**config.mk**
```make
export PLATFORM = sky130hd
export DESIGN_NAME = load_cell_adc_median_gate
export DESIGN_NICKNAME = d
export VERILOG_FILES = /design/src/lcmg_pkg.sv /design/src/lcmg_ring.sv /design/src/lcmg_sort.sv /design/src/load_cell_adc_median_gate.sv
export SDC_FILE = /design/constraint.sdc
export NUM_CORES = 1
export LEC_CHECK = 0
export BUFFER_PORTS_ARGS = -buffer_cell sky130_fd_sc_hd__buf_2
export CAP_MARGIN = 10
export CORE_MARGIN = 8
export CORE_UTILIZATION = 50
export CTS_BUF_LIST = sky130_fd_sc_hd__clkbuf_2 sky130_fd_sc_hd__clkbuf_4 sky130_fd_sc_hd__clkbuf_8
export DETAILED_ROUTE_END_ITERATION = 12
export PLACE_DENSITY = 0.7
export SKIP_LAST_GASP = 1
export SLEW_MARGIN = 5
export SYNTH_ARGS = -nofsm -noshare
export SYNTH_HDL_FRONTEND = slang
export SYNTH_HIERARCHICAL = 1
export SYNTH_SLANG_ARGS = --single-unit
```
**constraint.sdc**
```tcl
create_clock -name clk -period 7.5 [get_ports clk]
set_input_delay 0 -clock clk [delete_from_list [all_inputs] [get_ports clk]]
set_output_delay 0 -clock clk [all_outputs]
set_load 0.005 [all_outputs]
```
**src/lcmg_pkg.sv**
```systemverilog
// Shared types and constants for the load cell converter median gate.
`default_nettype none
package lcmg_pkg;
    localparam int OUT_BITS    = 24;
    localparam int LIMIT_BITS  = 24;
    localparam logic [LIMIT_BITS-1:0] SPREAD_RESET = 24'd100000;

    localparam logic CFG_FILTER_ENABLE = 1'b0;
    localparam logic CFG_SPREAD_LIMIT  = 1'b1;

    typedef logic [1:0] state_t;
    localparam state_t ST_IDLE = 2'd0;
    localparam state_t ST_OLD  = 2'd1;
    localparam state_t ST_SORT = 2'd2;
    localparam state_t ST_FIN  = 2'd3;
endpackage
`default_nettype wire

```
**src/lcmg_ring.sv**
```systemverilog
// Circular sample window memory with per-entry valid bits and slot pointer.
`default_nettype none
module lcmg_ring #(
    parameter int W  = 17,
    parameter int DW = 24
) (
    input  wire logic                 clk,
    input  wire logic                 rst_n,
    input  wire logic                 rd,
    input  wire logic                 wr,
    input  wire logic signed [DW-1:0] wdata,
    output logic signed [DW-1:0]      rdata
);
    localparam int AW = $clog2(W);
    localparam logic [AW-1:0] LAST = AW'(W - 1);

    logic signed [DW-1:0] mem [W];
    logic [W-1:0]         vld_reg;
    logic [AW-1:0]        slot_reg;
    logic signed [DW-1:0] rdq_reg;
    logic                 rdv_reg;

    always_ff @(posedge clk)
    begin
        if (rd)
        begin
            rdq_reg <= mem[slot_reg];
        end
        if (wr)
        begin
            mem[slot_reg] <= wdata;
        end
    end

    always_ff @(posedge clk or negedge rst_n)
    begin
        if (!rst_n)
        begin
            vld_reg  <= '0;
            slot_reg <= '0;
            rdv_reg  <= 1'b0;
        end
        else
        begin
            if (rd)
            begin
                rdv_reg <= vld_reg[slot_reg];
            end
            if (wr)
            begin
                vld_reg[slot_reg] <= 1'b1;
                slot_reg <= (slot_reg == LAST) ? '0 : AW'(slot_reg + 1'b1);
            end
        end
    end

    assign rdata = rdv_reg ? rdq_reg : '0;
endmodule
`default_nettype wire

```
**src/lcmg_sort.sv**
```systemverilog
// Sorted window copy: one sweep drops the oldest sample and merges in the new one.
`default_nettype none
module lcmg_sort #(
    parameter int W  = 17,
    parameter int DW = 24
) (
    input  wire logic                 clk,
    input  wire logic                 rst_n,
    input  wire logic                 start,
    input  wire logic signed [DW-1:0] old_val,
    input  wire logic signed [DW-1:0] new_val,
    output logic                      done,
    output logic signed [DW-1:0]      min_val,
    output logic signed [DW-1:0]      med_val,
    output logic signed [DW-1:0]      max_val
);
    localparam int AW = $clog2(W);
    localparam logic [AW-1:0] LAST = AW'(W - 1);
    localparam logic [AW-1:0] MID  = AW'(W / 2);

    logic signed [DW-1:0] mem [W];
    logic [W-1:0]         vld_reg;
    logic signed [DW-1:0] rdq_reg;
    logic                 rdv_reg;
    logic [AW-1:0]        k_reg;
    logic [AW-1:0]        w_reg;
    logic signed [DW-1:0] c_reg;
    logic signed [DW-1:0] old_reg;
    logic                 rm_reg;
    logic                 busy_reg;
    logic                 last_reg;
    logic                 done_reg;
    logic signed [DW-1:0] mn_reg;
    logic signed [DW-1:0] md_reg;
    logic signed [DW-1:0] mx_reg;

    logic                 rd_en;
    logic [AW-1:0]        rd_addr;
    logic signed [DW-1:0] e;
    logic                 skip;
    logic                 em_en;
    logic signed [DW-1:0] em_val;
    logic signed [DW-1:0] c_next;

    always_comb
    begin
        e       = rdv_reg ? rdq_reg : '0;
        skip    = busy_reg && !rm_reg && (e == old_reg);
        rd_en   = start || (busy_reg && (k_reg != LAST));
        rd_addr = start ? '0 : AW'(k_reg + 1'b1);
        em_en   = 1'b0;
        em_val  = c_reg;
        c_next  = c_reg;
        if (last_reg)
        begin
            em_en = 1'b1;
        end
        else if (busy_reg && !skip)
        begin
            em_en  = 1'b1;
            em_val = (e < c_reg) ? e : c_reg;
            c_next = (e < c_reg) ? c_reg : e;
        end
    end

    always_ff @(posedge clk)
    begin
        if (rd_en)
        begin
            rdq_reg <= mem[rd_addr];
        end
        if (em_en)
        begin
            mem[w_reg] <= em_val;
        end
    end

    always_ff @(posedge clk or negedge rst_n)
    begin
        if (!rst_n)
        begin
            vld_reg  <= '0;
            rdv_reg  <= 1'b0;
            k_reg    <= '0;
            w_reg    <= '0;
            rm_reg   <= 1'b0;
            busy_reg <= 1'b0;
            last_reg <= 1'b0;
            done_reg <= 1'b0;
        end
        else
        begin
            done_reg <= 1'b0;
            if (rd_en)
            begin
                rdv_reg <= vld_reg[rd_addr];
            end
            if (em_en)
            begin
                vld_reg[w_reg] <= 1'b1;
                w_reg <= AW'(w_reg + 1'b1);
            end
            if (start)
            begin
                k_reg    <= '0;
                w_reg    <= '0;
                rm_reg   <= 1'b0;
                busy_reg <= 1'b1;
            end
            else if (busy_reg)
            begin
                if (skip)
                begin
                    rm_reg <= 1'b1;
                end
                if (k_reg == LAST)
                begin
                    busy_reg <= 1'b0;
                    last_reg <= 1'b1;
                end
                else
                begin
                    k_reg <= AW'(k_reg + 1'b1);
                end
            end
            else if (last_reg)
            begin
                last_reg <= 1'b0;
                done_reg <= 1'b1;
            end
        end
    end

    always_ff @(posedge clk)
    begin
        if (start)
        begin
            old_reg <= old_val;
            c_reg   <= new_val;
        end
        else
        begin
            c_reg <= c_next;
        end
        if (em_en && w_reg == '0)
        begin
            mn_reg <= em_val;
        end
        if (em_en && w_reg == MID)
        begin
            md_reg <= em_val;
        end
        if (em_en && w_reg == LAST)
        begin
            mx_reg <= em_val;
        end
    end

    assign done    = done_reg;
    assign min_val = mn_reg;
    assign med_val = md_reg;
    assign max_val = mx_reg;
endmodule
`default_nettype wire

```
**src/load_cell_adc_median_gate.sv**
```systemverilog
// Load cell converter median gate: code check, sign conversion, median window filter.
//
// One input item (code) yields one result item (code_valid, sample, is_negative,
// filtered). Both channels use valid/ready; config is a plain write port
// (cfg_we, cfg_index, cfg_data) that the user must write only while the block
// is idle; the block itself does not enforce this. An item is taken only while
// the block is idle, one item at a time. A rejected code or a code with filtering
// off goes from accept straight to the final state and the output register. A
// filtered code passes one window memory read, one sweep over the sorted memory
// that drops the oldest sample and merges the new one at one entry per cycle,
// and the gate decision. The next item is accepted once the block is idle again.
// The result waits in an output register while the receiver stalls; the next
// item may be accepted then, and its result waits until the register frees.
// Reset clears the window, the sorted copy (through valid bits), the held
// filtered value and the registers (filtering off, spread limit 100000).
`default_nettype none
module load_cell_adc_median_gate #(
    parameter int WINDOW    = 17,
    parameter int CODE_BITS = 24
) (
    input  wire logic                   clk,
    input  wire logic                   rst_n,
    input  wire logic                   in_valid,
    output logic                        in_ready,
    input  wire logic [CODE_BITS-1:0]   code,
    output logic                        out_valid,
    input  wire logic                   out_ready,
    output logic                        code_valid,
    output logic signed [23:0]          sample,
    output logic                        is_negative,
    output logic signed [23:0]          filtered,
    input  wire logic                   cfg_we,
    input  wire logic                   cfg_index,
    input  wire logic [23:0]            cfg_data
);
    localparam int DW = CODE_BITS;
    localparam int CW = (DW + 1 > lcmg_pkg::LIMIT_BITS) ? DW + 1 : lcmg_pkg::LIMIT_BITS;

    lcmg_pkg::state_t state_reg;
    logic                 fen_reg;
    logic [lcmg_pkg::LIMIT_BITS-1:0] limit_reg;
    logic signed [DW-1:0] smp_reg;
    logic                 cv_reg;
    logic                 neg_reg;
    logic signed [DW-1:0] held_reg;
    logic signed [DW-1:0] held_next;
    logic                 ov_reg;
    logic                 ocv_reg;
    logic signed [23:0]   osmp_reg;
    logic                 oneg_reg;
    logic signed [23:0]   ofil_reg;

    logic                 accept;
    logic                 cv_in;
    logic                 ring_rd;
    logic                 ring_wr;
    logic signed [DW-1:0] ring_old;
    logic                 sort_start;
    logic                 sort_done;
    logic signed [DW-1:0] mn;
    logic signed [DW-1:0] md;
    logic signed [DW-1:0] mx;
    logic [DW:0]          spread;
    logic                 out_free;

    assign in_ready   = (state_reg == lcmg_pkg::ST_IDLE);
    assign accept     = in_valid && in_ready;
    assign cv_in      = (code != '0) && (code != '1);
    assign ring_rd    = accept && cv_in && fen_reg;
    assign ring_wr    = (state_reg == lcmg_pkg::ST_OLD);
    assign sort_start = ring_wr;
    assign out_free   = !ov_reg || out_ready;
    assign spread     = {mx[DW-1], mx} - {mn[DW-1], mn};
    assign held_next  = (CW'(spread) <= CW'(limit_reg)) ? md : smp_reg;

    lcmg_ring #(.W(WINDOW), .DW(DW)) u_ring (
        .clk   (clk),
        .rst_n (rst_n),
        .rd    (ring_rd),
        .wr    (ring_wr),
        .wdata (smp_reg),
        .rdata (ring_old)
    );

    lcmg_sort #(.W(WINDOW), .DW(DW)) u_sort (
        .clk     (clk),
        .rst_n   (rst_n),
        .start   (sort_start),
        .old_val (ring_old),
        .new_val (smp_reg),
        .done    (sort_done),
        .min_val (mn),
        .med_val (md),
        .max_val (mx)
    );

    always_ff @(posedge clk)
    begin
        if (accept)
        begin
            smp_reg <= cv_in ? $signed(code) : '0;
            cv_reg  <= cv_in;
            neg_reg <= cv_in && code[CODE_BITS-1];
        end
    end

    always_ff @(posedge clk or negedge rst_n)
    begin
        if (!rst_n)
        begin
            state_reg <= lcmg_pkg::ST_IDLE;
            fen_reg   <= 1'b0;
            limit_reg <= lcmg_pkg::SPREAD_RESET;
            held_reg  <= '0;
            ov_reg    <= 1'b0;
        end
        else
        begin
            if (cfg_we)
            begin
                unique case (cfg_index)
                    lcmg_pkg::CFG_FILTER_ENABLE: fen_reg   <= cfg_data[0];
                    lcmg_pkg::CFG_SPREAD_LIMIT:  limit_reg <= cfg_data;
                    default: ;
                endcase
            end
            if (ov_reg && out_ready && state_reg != lcmg_pkg::ST_FIN)
            begin
                ov_reg <= 1'b0;
            end
            unique case (state_reg)
                lcmg_pkg::ST_IDLE:
                begin
                    if (accept)
                    begin
                        state_reg <= ring_rd ? lcmg_pkg::ST_OLD : lcmg_pkg::ST_FIN;
                    end
                end
                lcmg_pkg::ST_OLD:
                begin
                    state_reg <= lcmg_pkg::ST_SORT;
                end
                lcmg_pkg::ST_SORT:
                begin
                    if (sort_done)
                    begin
                        held_reg  <= held_next;
                        state_reg <= lcmg_pkg::ST_FIN;
                    end
                end
                lcmg_pkg::ST_FIN:
                begin
                    if (out_free)
                    begin
                        ov_reg    <= 1'b1;
                        state_reg <= lcmg_pkg::ST_IDLE;
                    end
                end
                default: state_reg <= lcmg_pkg::ST_IDLE;
            endcase
        end
    end

    always_ff @(posedge clk)
    begin
        if (state_reg == lcmg_pkg::ST_FIN && out_free)
        begin
            ocv_reg  <= cv_reg;
            osmp_reg <= 24'(smp_reg);
            oneg_reg <= neg_reg;
            ofil_reg <= 24'(held_reg);
        end
    end

    assign out_valid   = ov_reg;
    assign code_valid  = ocv_reg;
    assign sample      = osmp_reg;
    assign is_negative = oneg_reg;
    assign filtered    = ofil_reg;
endmodule
`default_nettype wire

```
==> key figures, run 1 <==
Run status
  – Status: finished, final reports clean

Die
  – Chip height: 325 um
  – Core area: about 0.095 sq mm
  – Row count: 113
  – Total die area: 0.106 sq mm
  – Initial Util: slightly above 50%
  – Die width: about 330 um
  – Total I/O pin count: about 110

Power
  – Switching Share: approximately 36%
  – PwrDens: around 470 mW/mm^2
  – Lkg Pwr: roughly 19 nW
  – Sequential power share: between 40% and 50%
  – P_sw: ~0.0094 W
  – Clock power share: a little over a fifth
  – Worst IR Drop VDD: between 0.3 and 0.4 mV
  – Int Power: between 0.015 and 0.02 W
  – Proportion of power drawn by combinational gates: between 30% and 40%

Place
  – GPL Wtd Cong: 0.934
  – Final HPWL DP: around 69000 um
  – IO buf count: roughly 110
  – Post-place setup slack: 2300 ps

Yosys
  – Top cell type's share of synthesized area: approximately 67%
  – Syn_area_per_cell: 16.8 sq um
  – Synth Area in Compound Gates: 7.07%
  – Top cells by area, synth: edfxtp_1, mux4_2, dfrtp_1, mux2i_1, ha_1
  – Number of distinct library cells after synthesis: 86
  – Gate Count Post-Synth: ~2800
  – Post-Synth XOR/XNOR Area: 0.569%
  – Synth Warn #: 6
  – Ys flop type: edfxtp_1
  – Part of the Yosys area used for sequential elements: roughly 72%
  – Simple-gate portion of the synthesized area: under 10%
  – Yosys reg bits: 1167
  – Mux share of post-synthesis cell area: 10.1%
  – Syn nets: roughly 3000
  – Main combinational cell family by area after synthesis: multiplexers
  – Post-Syn Area: roughly 0.048 sq mm
  – Cell with the most instances after synthesis: edfxtp_1
  – FFs w/ async S/R, synth: 9.17%
  – Area leader, netlist: edfxtp_1
  – Commonest cells in the netlist: edfxtp_1, nand2_1, mux2i_1
  – Post-synthesis adder-cell area fraction: roughly 2.3%
  – Post-synth EDFFs: approximately 1100

STA
  – Setup TNS: 0 ps
  – Fmax: between 0.15 and 0.2 GHz
  – Tcrit/Tclk final: roughly 73%
  – Tmin final: ~5500 ps
  – Setup violations, final: 0
  – Relative slew slack: between 10% and 20%
  – Slew Viols, Final: 0
  – Hold Vio Cnt, Final: 0
  – Final worst slack: between 2000 and 2500 ps
  – Worst-margin pin slew: 1260 ps
  – Clock Skews: 65.5 ps
  – RSZ-0062 raised after global routing: false

Clock network
  – Clock-pin slew on the worst setup and hold paths: around 70 ps
  – Post-CTS sizing: 0
  – Number of hold buffers added after cts: approximately 110
  – Clk_lat worst skew: between 800 and 900 ps
  – TritonCTS buffer count: 179
  – Clock Sinks: between 1000 and 1500
  – CTS Buffer Depth: 3
  – Max H-tree Level: 4
  – Post-CTS Setup Bufs: 0
  – CTS tree: done
  – Root Driver: clkbuf_8

Global routing
  – Initial antenna violation count: 2
  – Largest net degree at the start of global routing: 116
  – Global Route Usage Sum: between 20 and 25%
  – Vias in the first global route: 27800
  – First-pass GRT wire length: 177000 um
  – Grt ovf: 0

Final layout
  – Largest regs: u_ring/mem: 408 flops, u_sort/mem: 408 flops
  – Final Net Count: between 3000 and 4000
  – Layout cell share with drive strength beyond 1: 23.0%
  – P&R area growth vs syn: 14.7%
  – Fillcell total: between 6000 and 7000

Worst setup path
  – Crit Path Category: register to register
  – Reg-to-Reg Start: u_sort/rdv_reg$_DFFE_PN0N_
  – Max stage delay on crit path: 1190 ps
  – Critical-path cell list: nand2_1 > inv_1 > ha_1 > o211ai_1 > a31o_2 > a21oi_1 > o311ai_0 > a31o_2 > nand4b_1 > buf_4 > mux2i_2
  – Largest delay share family, worst path: flip-flops
  – Worst Path Required: roughly 7900 ps
  – CP bufs+invs: 2
  – Crit-path slowest cell: dfrtp_1
  – CP Max Fanout: 37
  – Crit. End Element: register
  – CP startpoint: u_sort/rdv_reg$_DFFE_PN0N_
  – Crit start category: register
  – Most frequent CP cell: a31o_2
  – Arrival time worst endpoint: a little under 6000 ps

Drt
  – Wirelength, routed: between 100000 and 150000 um
  – Post-route ant nets: 0
  – Starting DRT DRC Count: approximately 3000
  – Via density: about 6.1
  – Routed via count: between 20000 and 30000
  – Drt drc: 0
  – First drt pass iteration count: 6
  – Wire per inst: around 26 um

Min path
  – Hold/Removal Path Class: input pin to register
  – Min-delay src: out_ready

Job
  – MaxCap Viol Count: 0
-- power groups by stage --
stage / sequential, W / clock (W) / combinational, W
final: 0.0107 / 0.00558 / 0.00947
after global routing: 0.0108 / 0.00595 / 0.0101
after CTS: 0.0107 / 0.00566 / 0.00927
after detailed placement: 0.0108 / 0 / 0.00916
after global placement: 0.0108 / 0 / 0.00886
after floorplan: 0.0103 / 0 / 0.00625
-- kinds of logic (layout without fill, tap and decap cells) --
kind of cell    after synthesis  in the layout
compound gates              481            481
xor+xnor                     31             31
fa+ha+maj                    86             86
buf+inv                     274            727
flops                      1167           1167
mux                         325            325
other cells                   0              4
simple gates                472            472
-- layout make-up --
| cell class | count | area [sq um] | share of cell area, % |
|---|---|---|---|
| sequential | 1167 | 34500 | 63.0 |
| multi-input combinational | 1395 | 12200 | 22.2 |
| inverter | 127 | 477 | 0.870 |
| timing repair buffer | 275 | 2140 | 3.91 |
| clock buffer | 269 | 3260 | 5.95 |
| clock inverter | 56 | 601 | 1.10 |
| tap | 1265 | 1580 | 2.89 |
| antenna | 4 | 10.0 | 0.0183 |
-- placed cells by master (no fill, tap or decap), types with 17 or more instances in the layout --
cell type         n
dlygate4sd3_1   105
a21oi_1          66
o22ai_1          51
nand4_1          41
buf_2           104
mux4_2          117
nor2_1           37
o21ai_1          24
o21ai_0          99
a22oi_1          30
clkbuf_4         71
nand2_1         171
mux2i_2          23
and3_1           20
buf_4            58
and2_1           58
nand3_1          22
mux2i_1         125
dfrtp_1          98
clkinv_2         17
o221ai_1         48
a32oi_1          25
clkbuf_8        198
edfxtp_1       1060
mux2_2           53
inv_1           125
o211ai_2         20
nor2b_1          20
or2_1            19
xnor2_1          22
ha_1             84
-- worst register-to-register path, delay by kind of cell (launching register included) --
family          cells  cell delay, ps
simple gates        2             910
flops               1            1190
mux                 1            1030
buf+inv             2             670
fa+ha+maj           1             230
compound gates      5            1060
-- metrics by stage --
step,area [sq um],util (%),std cells,hold WS [ps],total power (W)
after floorplan,47700,-,2836,-296,0.0166
after global placement,49700,52.4,4117,62.0,0.0196
after detailed placement,49800,52.4,4118,82.2,0.0200
after CTS,54700,57.7,4549,5.18,0.0257
after global routing,54800,57.7,4556,123,0.0269
final,54800,57.7,4558,174,0.0258
-- worst paths after layout --
path | slack, ps | endpoint | cells past startpoint
max | 2040 | u_sort/med_val[16]$_DFFE_PP_ | 11
min | 170 | out_valid$_DFF_PN0_ | 4
max reg2reg | 2040 | u_sort/med_val[16]$_DFFE_PP_ | 11
min reg2reg | 430 | is_negative$_DFFE_PP_ | 0
max in group asynchronous | 6130 | u_ring/slot_reg[0]$_DFFE_PN0P_ | 4
min in group asynchronous | 310 | limit_reg[7]$_DFFE_PN1P_ | 3
-- layer usage --
| metal | vias up | track usage [%] | routed length, um | part of all wire (%) |
|---|---|---|---|---|
| met3 | 245 | 4.48 | 11400 | 9.5 |
| met4 | 0 | 7.79 | 3590 | 3.0 |
| met1 | 14200 | 30.9 | 49000 | 41 |
| met2 | 1501 | 34.9 | 56300 | 47 |
| li1 | 11800 | - | - | - |
| met5 | - | 0 | 0 | 0 |
Note: power is estimated with default switching activity, not from simulation.
==> run 2: changes to the inputs <==
- ABC_AREA: unset -> 1
- PLACE_DENSITY: 0.7 -> 0.72
- clock period: 7.5 -> 4.77 ns (I/O delays scaled with it)
==> key figures, run 2 <==
Final layout
  – Most frequent cells in the layout: edfxtp_1, nand2_1, nor2_1
  – Layout Utilization: 57.6% (-0.13 points)
  – Final Net Count: 4669 (+42%)
  – P&R area growth vs syn: 14.9%
  – Layout cell share with drive strength beyond 1: 12.4% (-11 points)
  – Commonest non-fill, non-tap cell in the layout: edfxtp_1
  – Largest regs: u_ring/mem: 408 flops, u_sort/mem: 408 flops
  – Finished Layout Cells: 5965 (+31%)
  – Fillcell total: 7613 (+10%)
  – Final instance area: 0.0563 sq mm (+2.7%)

Yosys
  – Yosys reg bits: 1167 (unchanged)
  – Commonest cells in the netlist: edfxtp_1, nand2_1, nor2_1
  – Area leader, netlist: edfxtp_1
  – FFs w/ async S/R, synth: 9.17% (unchanged)
  – Synth Warn #: 6 (unchanged)
  – Cell with the most instances after synthesis: edfxtp_1
  – Number of distinct library cells after synthesis: 48 (-44%)
  – Part of the Yosys area used for sequential elements: 70.4% (-1.8 points)
  – Syn_area_per_cell: 11.7 sq um (-30%)
  – Post-synth EDFFs: 1060 (unchanged)
  – Gate Count Post-Synth: 4185 (+48%)
  – Syn nets: 4325 (+45%)
  – Top cell type's share of synthesized area: 65.0% (-1.7 points)
  – Top cells by area, synth: edfxtp_1, nand2_1, dfrtp_1, nor2_1, o21ai_0
  – Ys flop type: edfxtp_1
  – Post-Syn Area: 0.0490 sq mm (+2.6%)

Place
  – GPL Wtd Cong: 0.882 (-5.5%)
  – Final HPWL DP: 70600 um (+3.0%)
  – IO buf count: 105 (unchanged)
  – Post-placement cell area: 0.0510 sq mm (+2.5%)
  – Cells after DPL: 5458 (+33%)

Global routing
  – GR Layer Usage met2: 36.6% (+1.7 points)
  – Global Route Usage Sum: 22.7% (+0.49 points)
  – Met1 Resource Use GR: 30.5% (-0.38 points)
  – Grt ovf: 0 (unchanged)
  – Global Route met3 Usage: 4.64% (+0.16 points)
  – First-pass GRT wire length: 190000 um (+7.3%)
  – Vias in the first global route: 32400 (+17%)
  – Largest net degree at the start of global routing: 182 (+57%)
  – Initial antenna violation count: 9 (+7)
  – GR peak layer: met2

Worst setup path
  – Crit start category: register
  – CP Max Fanout: 24 (-35%)
  – Worst Path Required: 5560 ps (-2380 ps)
  – Arrival time worst endpoint: 5050 ps (-850 ps)
  – Crit Path Category: register to register
  – Crit. End Element: register

STA
  – Setup TNS: 0 ps (unchanged)
  – RSZ-0062 raised after global routing: false
  – Hold slack: 113 ps (-61.0 ps)
  – Hold Vio Cnt, Final: 0 (unchanged)
  – Clock Skews: 54.5 ps (-11.0 ps)
  – Relative slew slack: 30.3% (+16 points)
  – Slew Viols, Final: 0 (unchanged)
  – Setup violations, final: 0 (unchanged)
  – Tcrit/Tclk final: 89.4% (+17 points)
  – Fmax: 0.235 GHz (+28%)
  – Worst-margin pin slew: 1050 ps (-218 ps)
  – Tmin final: 4260 ps (-1200 ps)

Drt
  – Via density: 5.58 (-8.4%)
  – Wire per inst: 20.9 um (-21%)
  – First drt pass iteration count: 6 (unchanged)
  – Drt drc: 0 (unchanged)
  – Routed via count: 33300 (+20%)
  – Wirelength, routed: 125000 um (+3.7%)
  – Starting DRT DRC Count: 3528 (+20%)
  – Post-route ant nets: 0 (unchanged)

Run status
  – Status: finished, final reports clean

Clock network
  – Clk_lat worst skew: 870 ps (+20 ps)
  – Clock-pin slew on the worst setup and hold paths: 60 ps (about the same)
  – CTS Buffer Depth: 3 (unchanged)
  – Clock Sinks: 1167 (unchanged)
  – TritonCTS buffer count: 181 (+1.1%)
  – Root Driver: clkbuf_8
  – CTS tree: done
  – Max H-tree Level: 4 (unchanged)
  – Post-CTS Setup Bufs: 0 (unchanged)

Die
  – Total die area: 0.108 sq mm (+2.5%)
  – Chip height: 329 um (+1.2%)
  – Row count: 115 (+1.8%)
  – Core area: 0.0977 sq mm (+3.0%)
  – Initial Util: 50.1% (-0.18 points)
  – Total I/O pin count: 106 (unchanged)
  – Die width: 329 um (+1.2%)

Min path
  – Hold/Removal Path Class: input pin to register

Power
  – PwrDens: 727 mW/mm^2 (+54%)
  – Lkg Pwr: 21.7 nW (+13%)
  – Worst IR Drop VDD: 0.744 mV (+130%)

Job
  – MaxCap Viol Count: 0 (unchanged)
[run 2: worst paths after layout]
check | start | endpoint | slack, ps | cells past startpoint
max in group asynchronous | rst_n | u_ring/slot_reg[1]$_DFFE_PN0P_ | 3950 | 4
min reg2reg | neg_reg$_DFFE_PP_ | is_negative$_DFFE_PP_ | 440 | 0
min | out_ready | out_valid$_DFF_PN0_ | 110 | 5
max | u_sort/min_val[0]$_DFFE_PP_ | held_reg[11]$_DFFE_PN0P_ | 510 | 21
max reg2reg | u_sort/min_val[0]$_DFFE_PP_ | held_reg[11]$_DFFE_PN0P_ | 510 | 21
min in group asynchronous | rst_n | limit_reg[16]$_DFFE_PN1P_ | 310 | 3
[run 2: logic make-up after synthesis]
| kind of cell | count (synthesis) | synth area share, % |
|---|---|---|
| AOI/OAI and AO/OA | 715 | 8.34 |
| xor gates and xnor gates | 27 | 0.483 |
| and+or+nand+nor | 1652 | 13.9 |
| DFF | 1167 | 70.4 |
| buffers and inverters | 538 | 4.63 |
| adders and majority gates | 86 | 2.21 |
[run 2: final cells by class]
class                           count  area, sq um  share of cell area [%]
Timing Repair Buffer              367         3050                    5.42
Antenna cell                        5         12.5                  0.0222
Clock buffer                      239         2950                    5.23
Inverter                          332         1250                    2.23
Multi-Input combinational cell   2480        12400                    22.0
Tap cell                         1287         1610                    2.86
Clock inverter                     88          531                   0.943
Sequential cell                  1167        34500                    61.3
[run 2: layer usage]
| layer | vias to the layer above | wire length (um) |
|---|---|---|
| met5 | - | 28 |
| met4 | 4 | 3530 |
| met3 | 255 | 11100 |
| met2 | 1647 | 58900 |
| met1 | 16100 | 51200 |
| li1 | 15300 | - |
[run 2: power breakdown]
part           switching (W)  leakage [nW]  internal [W]  total, W
Sequential           0.00102          11.0        0.0158    0.0168
Clock                0.00394          1.84       0.00417   0.00810
Combinational         0.0117          8.78       0.00432    0.0160
Total                 0.0167          21.7        0.0243    0.0409
[run 2: per-stage QoR]
stage	setup slack [ps]	power, W
after CTS	390	0.0408
after detailed placement	387	0.0326
after global placement	543	0.0321
after floorplan	1080	0.0269
after global routing	138	0.0433
final	507	0.0409
[run 2: timing repair]
item                                   CTS  global route
resized for setup                        0             1
setup endpoints to repair                0             2
endpoints found under the hold margin  244             0
hold buffers                           175             0
[run 2: critical path, cell delays in order (launching register included)]
cell	delay (ps)
edfxtp_1	370
ha_1	240
fa_1	420
inv_1	80
nand3_1	60
nand2_1	140
a21oi_1	110
o21ai_1	280
a21oi_1	150
o21ai_0	280
a21oi_1	130
xor2_1	160
ha_1	300
nand2_1	80
nor3_1	210
nand2_1	80
nor3_1	280
nand4_4	250
buf_4	300
nand3_1	110
nand3_1	90
nand2_1	110
